### src/pvq_pkg.sv
// ----------------------------------------------------------------------------
// pvq_pkg: shared types and codes for the priority voice queue
// Request and result structs, operation codes and the stored slot layout.
// ----------------------------------------------------------------------------
package pvq_pkg;

    // operation codes
    localparam logic [1:0] OP_INSERT = 2'd0;
    localparam logic [1:0] OP_REMOVE = 2'd1;
    localparam logic [1:0] OP_CLEAR  = 2'd2;

    // one request
    typedef struct packed {
        logic [1:0]         operation;
        logic signed [15:0] priority_req;
        logic [15:0]        handle;
        logic               handle_active;
    } t_req;

    // one result
    typedef struct packed {
        logic        evicted_valid;
        logic [15:0] evicted_handle;
        logic        removed;
        logic [4:0]  entry_count;
    } t_res;

    // one stored queue entry
    typedef struct packed {
        logic [15:0]        handle;
        logic signed [15:0] prio;
    } t_slot;

endpackage

### src/priority_voice_queue.sv
// ----------------------------------------------------------------------------
// priority_voice_queue: bounded sorted queue of sound handles
// Entries live in one single-port-read, single-port-write memory used as a
// ring; a sequencer shifts entries one per cycle to insert or remove.
// ----------------------------------------------------------------------------
// Usage: raise start with a request while busy is low. Clear, an unused
// operation code, and a remove of an inactive handle or from an empty queue
// finish in the accept cycle. An insert reads from the back and moves each
// entry of higher priority up one place, then writes the new entry; into an
// empty queue it writes directly, and a full queue first evicts its front
// entry. A remove walks the whole occupied part of the queue. The memory
// reads one entry and writes one entry per cycle. The result shows on o_res
// for exactly one cycle with o_res_valid, the cycle after the sequencer
// finishes; a new request may be accepted in that same cycle, and the
// receiver cannot hold results off.
module priority_voice_queue #(
    parameter int QUEUE_DEPTH = 16
) (
    input  logic          i_clk,
    input  logic          i_rst_n,
    input  logic          start,
    input  pvq_pkg::t_req i_req,
    output logic          busy,
    output logic          o_res_valid,
    output pvq_pkg::t_res o_res
);
    import pvq_pkg::*;

    localparam int AW = (QUEUE_DEPTH > 1) ? $clog2(QUEUE_DEPTH) : 1;
    localparam int CW = $clog2(QUEUE_DEPTH + 1);
    localparam int SW = CW + 1;

    localparam logic [2:0] S_IDLE      = 3'd0;
    localparam logic [2:0] S_EV_WAIT   = 3'd1;
    localparam logic [2:0] S_INS_BEGIN = 3'd2;
    localparam logic [2:0] S_INS_SCAN  = 3'd3;
    localparam logic [2:0] S_INS_PUT   = 3'd4;
    localparam logic [2:0] S_REM_SCAN  = 3'd5;

    localparam logic [CW-1:0] FULL = CW'(QUEUE_DEPTH);

    // logical position (from the front) to ring address
    function automatic logic [AW-1:0] phys(input logic [AW-1:0] head,
                                           input logic [CW-1:0] idx);
        logic [SW-1:0] sum;
        sum = SW'(head) + SW'(idx);
        if (sum >= SW'(QUEUE_DEPTH)) begin
            sum = sum - SW'(QUEUE_DEPTH);
        end
        return sum[AW-1:0];
    endfunction

    // registers
    logic [2:0]    r_state, n_state;
    t_req          r_req, n_req;
    logic [AW-1:0] r_head, n_head;
    logic [CW-1:0] r_count, n_count;
    logic [CW-1:0] r_idx, n_idx;
    logic          r_dval, n_dval;
    logic          r_found, n_found;
    logic          r_ev_valid, n_ev_valid;
    logic [15:0]   r_ev_handle, n_ev_handle;
    logic          r_out_valid, n_out_valid;
    t_res          r_out, n_out;

    // memory port signals
    t_slot         mem [QUEUE_DEPTH];
    t_slot         r_rd_data;
    logic          rd_en;
    logic [CW-1:0] rd_idx;
    logic          wr_en;
    logic [CW-1:0] wr_idx;
    t_slot         wr_data;
    t_slot         new_slot;
    logic [CW-1:0] d_idx;
    logic          hit;

    assign new_slot.handle = r_req.handle;
    assign new_slot.prio   = r_req.priority_req;
    assign d_idx           = r_idx - 1'b1;
    assign hit             = (r_rd_data.handle == r_req.handle);

    // sequencer
    always_comb begin
        n_state     = r_state;
        n_req       = r_req;
        n_head      = r_head;
        n_count     = r_count;
        n_idx       = r_idx;
        n_dval      = 1'b0;
        n_found     = r_found;
        n_ev_valid  = r_ev_valid;
        n_ev_handle = r_ev_handle;
        n_out_valid = 1'b0;
        n_out       = r_out;
        rd_en       = 1'b0;
        rd_idx      = '0;
        wr_en       = 1'b0;
        wr_idx      = '0;
        wr_data     = new_slot;

        unique case (r_state)
            S_IDLE: begin
                if (start) begin
                    n_req = i_req;
                    n_out.evicted_valid  = 1'b0;
                    n_out.evicted_handle = '0;
                    n_out.removed        = 1'b0;
                    n_out.entry_count    = 5'(r_count);
                    case (i_req.operation)
                        OP_INSERT: begin
                            n_ev_valid  = 1'b0;
                            n_ev_handle = '0;
                            if (r_count == FULL) begin
                                // fetch the front entry to evict
                                rd_en   = 1'b1;
                                rd_idx  = '0;
                                n_state = S_EV_WAIT;
                            end else begin
                                n_state = S_INS_BEGIN;
                            end
                        end
                        OP_REMOVE: begin
                            if (i_req.handle_active && (r_count != '0)) begin
                                n_idx   = '0;
                                n_found = 1'b0;
                                n_state = S_REM_SCAN;
                            end else begin
                                n_out_valid = 1'b1;
                            end
                        end
                        OP_CLEAR: begin
                            n_count           = '0;
                            n_out.entry_count = '0;
                            n_out_valid       = 1'b1;
                        end
                        default: begin
                            n_out_valid = 1'b1;
                        end
                    endcase
                end
            end

            S_EV_WAIT: begin
                // drop the front by moving the ring head
                n_ev_valid  = 1'b1;
                n_ev_handle = r_rd_data.handle;
                n_head      = phys(r_head, CW'(1));
                n_count     = r_count - 1'b1;
                n_state     = S_INS_BEGIN;
            end

            S_INS_BEGIN: begin
                if (r_count == '0) begin
                    wr_en   = 1'b1;
                    wr_idx  = '0;
                    n_state = S_IDLE;
                    n_count = r_count + 1'b1;
                    n_out_valid = 1'b1;
                    n_out = '{r_ev_valid, r_ev_handle, 1'b0, 5'(r_count + 1'b1)};
                end else begin
                    rd_en   = 1'b1;
                    rd_idx  = r_count - 1'b1;
                    n_idx   = r_count - 1'b1;
                    n_state = S_INS_SCAN;
                end
            end

            S_INS_SCAN: begin
                // walk from the back, moving higher priorities up one place
                wr_en  = 1'b1;
                wr_idx = r_idx + 1'b1;
                if (r_rd_data.prio > r_req.priority_req) begin
                    wr_data = r_rd_data;
                    if (r_idx == '0) begin
                        n_state = S_INS_PUT;
                    end else begin
                        rd_en  = 1'b1;
                        rd_idx = r_idx - 1'b1;
                        n_idx  = r_idx - 1'b1;
                    end
                end else begin
                    n_state = S_IDLE;
                    n_count = r_count + 1'b1;
                    n_out_valid = 1'b1;
                    n_out = '{r_ev_valid, r_ev_handle, 1'b0, 5'(r_count + 1'b1)};
                end
            end

            S_INS_PUT: begin
                wr_en   = 1'b1;
                wr_idx  = '0;
                n_state = S_IDLE;
                n_count = r_count + 1'b1;
                n_out_valid = 1'b1;
                n_out = '{r_ev_valid, r_ev_handle, 1'b0, 5'(r_count + 1'b1)};
            end

            S_REM_SCAN: begin
                // stream reads front to back; after the match, move each one down
                if (r_idx < r_count) begin
                    rd_en  = 1'b1;
                    rd_idx = r_idx;
                    n_idx  = r_idx + 1'b1;
                end
                n_dval = rd_en;
                if (r_dval) begin
                    if (r_found) begin
                        wr_en   = 1'b1;
                        wr_idx  = d_idx - 1'b1;
                        wr_data = r_rd_data;
                    end else if (hit) begin
                        n_found = 1'b1;
                    end
                    if (r_idx == r_count) begin
                        n_state     = S_IDLE;
                        n_out_valid = 1'b1;
                        if (r_found || hit) begin
                            n_count = r_count - 1'b1;
                            n_out   = '{1'b0, 16'd0, 1'b1, 5'(r_count - 1'b1)};
                        end else begin
                            n_out   = '{1'b0, 16'd0, 1'b0, 5'(r_count)};
                        end
                    end
                end
            end

            default: begin
                n_state = S_IDLE;
            end
        endcase
    end

    // control registers
    always_ff @(posedge i_clk) begin
        if (!i_rst_n) begin
            r_state     <= S_IDLE;
            r_head      <= '0;
            r_count     <= '0;
            r_dval      <= 1'b0;
            r_out_valid <= 1'b0;
        end else begin
            r_state     <= n_state;
            r_head      <= n_head;
            r_count     <= n_count;
            r_dval      <= n_dval;
            r_out_valid <= n_out_valid;
        end
    end

    // payload registers
    always_ff @(posedge i_clk) begin
        r_req       <= n_req;
        r_idx       <= n_idx;
        r_found     <= n_found;
        r_ev_valid  <= n_ev_valid;
        r_ev_handle <= n_ev_handle;
        r_out       <= n_out;
    end

    // slot memory, read data registered
    always_ff @(posedge i_clk) begin
        if (wr_en) begin
            mem[phys(r_head, wr_idx)] <= wr_data;
        end
        if (rd_en) begin
            r_rd_data <= mem[phys(r_head, rd_idx)];
        end
    end

    assign busy        = (r_state != S_IDLE);
    assign o_res_valid = r_out_valid;
    assign o_res       = r_out;

endmodule

### config.mk
export PLATFORM = sky130hd
export DESIGN_NAME = priority_voice_queue
export DESIGN_NICKNAME = d
export VERILOG_FILES = /design/src/pvq_pkg.sv /design/src/priority_voice_queue.sv
export SDC_FILE = /design/constraint.sdc
export NUM_CORES = 1
export LEC_CHECK = 0
export BUFFER_PORTS_ARGS = -buffer_cell sky130_fd_sc_hd__buf_2
export CORE_ASPECT_RATIO = 1.1
export CORE_UTILIZATION = 60
export CTS_CLUSTER_DIAMETER = 80
export DETAILED_ROUTE_END_ITERATION = 8
export PLACE_DENSITY = 0.87
export SETUP_SLACK_MARGIN = 0.05
export SLEW_MARGIN = 30
export SYNTH_ARGS = -nofsm -noshare
export SYNTH_HDL_FRONTEND = slang
export SYNTH_SLANG_ARGS = --single-unit
### constraint.sdc
create_clock -name i_clk -period 5.25 [get_ports i_clk]
set_clock_uncertainty 0.1 [all_clocks]
set_input_delay 0 -clock i_clk [delete_from_list [all_inputs] [get_ports i_clk]]
set_output_delay 0 -clock i_clk [all_outputs]
set_load 0.005 [all_outputs]
# ---- Word-level counts from Yosys, hierarchy flattened
# Memory sizes are Yosys's and may differ from the RTL's. A register that Yosys moved wholly into a read port is not among the register bits.
# Cells that the tools add are included.
dict set report word_totals {
  reg_bits 92
  mem_bits_rw 512
  inputBits 38
  wordCells 164
  memories 1
}
dict set report op_classes {
  add_sub_neg 11
  order_cmp 5
  n_eq_ne 26
  muxes 84
  reduce_logical 22
}
# name words word_bits read_ports rd_clocked_by_memory_dff write_ports line
set memory_table {}
lappend memory_table {mem 16 32 1 1 1 priority_voice_queue.sv:67} ;# t_slot mem [QUEUE_DEPTH];
# operator count
set op_table {}
lappend op_table {{two-way mux 23 bit} 5}
lappend op_table {{case mux 23 bit (5 select lines)} 1}
lappend op_table {{two-way mux 5 bit} 20}
lappend op_table {{two-way mux 32 bit} 3}
lappend op_table {{case mux 32 bit (2 select lines)} 1}
lappend op_table {{two-way mux 16 bit} 2}
lappend op_table {{case mux 16 bit (2 select lines)} 1}
lappend op_table {{case mux 5 bit (6 select lines)} 1}
lappend op_table {{two-way mux 1 bit} 25}
lappend op_table {{inequality test 2 bit (second input constant)} 11}
lappend op_table {{two-way mux 4 bit} 5}
lappend op_table {{case mux 5 bit (4 select lines)} 1}
lappend op_table {{two-way mux 3 bit} 6}
lappend op_table {{== test 16 bit} 1}
lappend op_table {{greater-than comparator 16 bit} 1}
lappend op_table {{case mux 3 bit (5 select lines)} 1}
lappend op_table {{case mux 5 bit (3 select lines)} 1}
lappend op_table {{subtractor 5 x 1 -> 5 bit (second input constant)} 3}
lappend op_table {{adder 4 x 5 -> 6 bit} 2}
lappend op_table {{greater-or-equal comparator 6 x 5 -> 1 bit (second input constant)} 2}
lappend op_table {{AND reduction 6 bit} 2}
lappend op_table {{subtractor 4 x 1 -> 4 bit (second input constant)} 3}
lappend op_table {{adder 5 x 1 -> 5 bit (second input constant)} 2}
lappend op_table {{zero test 5 bit} 2}
lappend op_table {{36 further kinds} 46}

# ---- Longest topological paths before layout
dict set report logic_depth {
  ltp_word 9
  ltp_mapped 17
  mapped_depth_nobuf 15
}

# ---- Least setup slack after synthesis
# No wires, ideal clock.
dict set report synth_path {
  path_kind {register -> register}
  startpoint {register, netlist name r_rd_data[15]}
  endpoint {register, netlist name r_rd_data[11]}
  arrival_ns 4.334
  required_ns 4.889
  path_slack_ns 0.555
  path_stages_with_launch 16
  period_less_slack_ns 4.695
  path_cell_list {edfxtp_1 > ha_1 > and4_1 > a21oi_1 > o221ai_1 > nor3_1 > mux2i_2 > or2b_1 > clkbuf_1 > o221ai_1 > ha_1 > clkbuf_1 > buf_1 > mux4_2 > mux2i_1 > mux2i_1}
}
dict set report synth_via {
  elab_chain_cells 7
  word_cells_on_any_way 10
  classes_between {add/sub (2); order compare (2); mux (6)}
}
# item line
set synth_lines {}
lappend synth_lines {{greater-than comparator 16 bit (*)} priority_voice_queue.sv:173} ;# if (r_rd_data.prio > r_req.priority_req) begin
lappend synth_lines {{two-way mux 5 bit} priority_voice_queue.sv:173}
lappend synth_lines {{case mux 5 bit (3 select lines)} priority_voice_queue.sv:102} ;# unique case (r_state)
lappend synth_lines {{adder 4 x 5 -> 6 bit} priority_voice_queue.sv:46} ;# sum = SW'(head) + SW'(idx);
lappend synth_lines {{greater-or-equal comparator 6 x 5 -> 1 bit / subtractor 4 x 1 -> 4 bit (equally long branches)} {priority_voice_queue.sv:47, priority_voice_queue.sv:48}}
lappend synth_lines {{two-way mux 4 bit} priority_voice_queue.sv:47} ;# if (sum >= SW'(QUEUE_DEPTH)) begin
lappend synth_lines {{two-way mux 4 bit} priority_voice_queue.sv:266} ;# if (rd_en) begin
# Every way passes the cells marked *; elsewhere a longest branch is shown, timed or not. The select of a mux whose other input is x is not followed.
# A chain may end at the register's enable or synchronous reset.

# ---- Worst setup path after layout
dict set report layout_path {
  startpoint {register r_req, in the netlist new_slot[15]}
  endpoint {register, netlist name r_rd_data[18]}
}
dict set report layout_via {
  elab_chain_cells 7
  word_cells_on_any_way 10
  classes_between {add/sub (2); order compare (2); mux (6)}
}
# item line
set layout_lines {}
lappend layout_lines {{start, declared} priority_voice_queue.sv:55} ;# t_req r_req, n_req;
lappend layout_lines {{start signal, assigned} priority_voice_queue.sv:253} ;# r_req <= n_req;
lappend layout_lines {{greater-than comparator 16 bit (*)} priority_voice_queue.sv:173}
lappend layout_lines {{two-way mux 5 bit} priority_voice_queue.sv:173}
lappend layout_lines {{case mux 5 bit (3 select lines)} priority_voice_queue.sv:102}
lappend layout_lines {{adder 4 x 5 -> 6 bit} priority_voice_queue.sv:46}
lappend layout_lines {{greater-or-equal comparator 6 x 5 -> 1 bit / subtractor 4 x 1 -> 4 bit (equally long branches)} {priority_voice_queue.sv:47, priority_voice_queue.sv:48}}
lappend layout_lines {{two-way mux 4 bit} priority_voice_queue.sv:47}
lappend layout_lines {{two-way mux 4 bit} priority_voice_queue.sv:266}
# Marked as above.

==> results.tsv <==
metric	value	unit
synth_cell_type_count	54	
wire_per_inst	29.2	um
htreeDepth	2	
maxSlewViolCount	0	
slowest_stage	fa_4	
power.switching	2.48	mW
antenna_found_initial	0	
placed_cells	1980	
multi_input_area	6740	sq um
min-delay-path-class	primary input to flop	
synth-edff-count	622	
grt_pass1_wl	90.8	mm
wl	63.0	mm
synth-main-ff-cell	edfxtp_1	
numCtsBuffers	59	
gp_congestion	0.928	
area_delta_synth_final	16.1	%
synth-seq-area-share	0.733	
dr.pass1.iters	6	
clock_latency	0.63	ns
via_per_inst	6.58	
clkSinkCount	636	
yosys.area_share.simple	0.0362	
p_int	8.50	mW
ant_nets	0	
grt_max_degree	72	
p_leak	10.5	nW
dp.final_hpwl	33.1	mm
ys_ff_latch	636	
ys_top_cells_by_count	edfxtp_1 (622), mux4_2 (128), mux2i_1 (98)	
crit_path_cell_trace	inv_1, ha_1, and4_1, nand3_2, or4_1, nand3_1, mux2i_2, or2b_1, o221ai_1, ha_4, fa_4, buf_16, mux4_2, mux2i_1, mux2i_1	
power_frac_comb	0.085	
p_seq_frac	0.531	
synth_xor_area_frac	0.0125	
instances_no_fill	2155	
worst_pin_slew	0.809	ns
die_x	200	um
rsz0062_at_grt	no	
timing.slew.headroom	0.458	
grtUsageTotal	0.293	
syn_area	25900	sq um
powerDensity	366	nW/um^2
yosys_warnings	0	
worst-setup-path-type	flop to flop	
crit_family	simple AND/OR/NAND/NOR gates	
max-vdd-ir-drop	283	uV
synth_most_common_cell	edfxtp_1	
drt-initial-drc-count	1656	
critPathBufInv	2	
grt_pass1_vias	14600	
diodes	0	
max_cap_viol_count	0	
yosys.area.top_type	edfxtp_1	
cp-start-kind	flop	
synthCells	1352	
crit_top_cell	mux2i_1	
fmax	196	MHz
cp_max_fo	71	
core_area	42400	sq um
drc	0	
cts-root-buf	clkbuf_16	
port_buffers	62	
synth_top_area_share	0.722	
die_h	220	um
synth.area.mux_share	0.157	
synth_compound_area_frac	0.0271	
gr-total-overflow	0	
run_status	finished clean	
syn-num-nets	1429	
avgSynthCellArea	19.1	sq um
totalPowerFinal	11.0	mW
min_period	5.10	ns
fin_crit_sh	0.971	
totalNegativeSetupSlack	0	ns
final_util	0.708	
rows	79	
num-nets-final	1617	
synthAdderAreaFrac	0.0194	
cts_tree	done	
die-area	43900	sq um
clockBufferDepth	3	
p_clk_frac	0.385	
synth.area.top_cells	edfxtp_1 (72%), mux4_2 (11%), mux2i_1 (3.8%)	
cp_data_required_time	5.51	ns
slowest_delay	0.84	ns
critPathCaptureType	flop	
cts_setup_buffers	0	
switching_share	0.226	
fill_cells	2305	
ios	63	
drive_above_1_share	0.246	
vias	14200	
setup_viol	0	
path_clk_slew	0.07	ns
hold_viol_final	0	
timing.critical_path.arrival	5.35	ns
async_flop_share	0	
synth_top_family_by_area	multiplexers	
initial_utilization	0.610	
regArea	19000	sq um
[through the flow]
step                      hold slack [ns]  worst slack (ns)  cell area, sq um
final                              0.0149             0.151             30000
after global routing               0.0187            0.0466             30000
after CTS                        0.000657             0.204             30000
after detailed placement           0.0781             0.288             27400
after global placement             0.0761             0.437             27400
after floorplan                  -0.00113             0.555             25900
[placed cells by master (no fill, tap or decap), types with 9 or more instances in the layout]
cell / n
clkinv_1: 11
mux4_2: 128
xor2_1: 24
and2_1: 34
o21ai_0: 29
nand3_1: 10
a21oi_1: 26
ha_1: 36
nor2_4: 17
edfxtp_1: 622
inv_1: 32
xnor2_1: 10
clkbuf_16: 60
buf_4: 45
nor2_1: 29
dlygate4sd3_1: 66
mux2_2: 17
mux2i_1: 98
dfxtp_1: 14
clkbuf_1: 9
clkinv_2: 17
nand2b_1: 11
nand2_1: 55
buf_2: 62
o22ai_1: 10
buf_12: 12
[logic make-up after synthesis]
logic type / count (synthesis)
mux: 244
compound gates: 113
buf+inv: 93
simple gates: 191
xor+xnor: 36
fa+ha+maj: 39
flops: 636
[layer usage]
metal | vias up | global-route usage | wire length (um)
met1 | 7122 | 0.359 | 21200
li1 | 5823 | - | -
met4 | 0 | 0.134 | 3030
met2 | 1017 | 0.505 | 32400
met5 | - | 0 | 0
met3 | 221 | 0.0565 | 6340
[sequential cells by signal, summed over array words and instances, names as in the netlist]
register and count:
r_head 4, r_dval 1, r_count 5, new_slot 32
r_found 1, r_rd_data 32, o_res 23, r_ev_valid 1
r_state 3, r_ev_handle 16, r_idx 5, mem 512
o_res_valid 1
[final cells by class]
type                            instances  share of cell area
Sequential cell                       636               0.632
Multi-Input combinational cell        623               0.225
Timing Repair Buffer                  187              0.0529
Clock buffer                           69              0.0511
Tap cell                              567              0.0236
Clock inverter                         40              0.0122
Inverter                               33             0.00413
[power by group through the flow]
stage / registers (mW) / clock network, mW / logic [mW]
final: 5.83 / 4.22 / 0.929
after global routing: 5.84 / 4.45 / 0.996
after CTS: 5.83 / 4.23 / 0.910
after detailed placement: 5.93 / 0 / 0.850
after global placement: 5.93 / 0 / 0.811
after floorplan: 5.91 / 0 / 0.573
[repair_timing]
item / 4_1_cts / 5_1_grt
hold endpoints to repair: 63 / 0
gates resized for setup: 0 / 5
endpoints found under the setup margin: 0 / 24
hold buffers: 66 / 0
[worst register-to-register path, cell delays in order (launching register included)]
cell and delay [ns]:
edfxtp_1 0.34, inv_1 0.07, ha_1 0.32, and4_1 0.28
nand3_2 0.17, or4_1 0.55, nand3_1 0.12, mux2i_2 0.11
or2b_1 0.33, o221ai_1 0.20, ha_4 0.22, fa_4 0.84
buf_16 0.34, mux4_2 0.45, mux2i_1 0.27, mux2i_1 0.14
[worst paths after layout]
path,from,slack (ns),end,cells after the start
max,new_slot[15],0.15,r_rd_data[18],15
min reg2reg,r_ev_handle[1],0.41,o_res[7],1
min,i_req[32],0.01,new_slot[15],2
max reg2reg,new_slot[15],0.15,r_rd_data[18],15
Note: power is estimated with default switching activity, not from simulation.
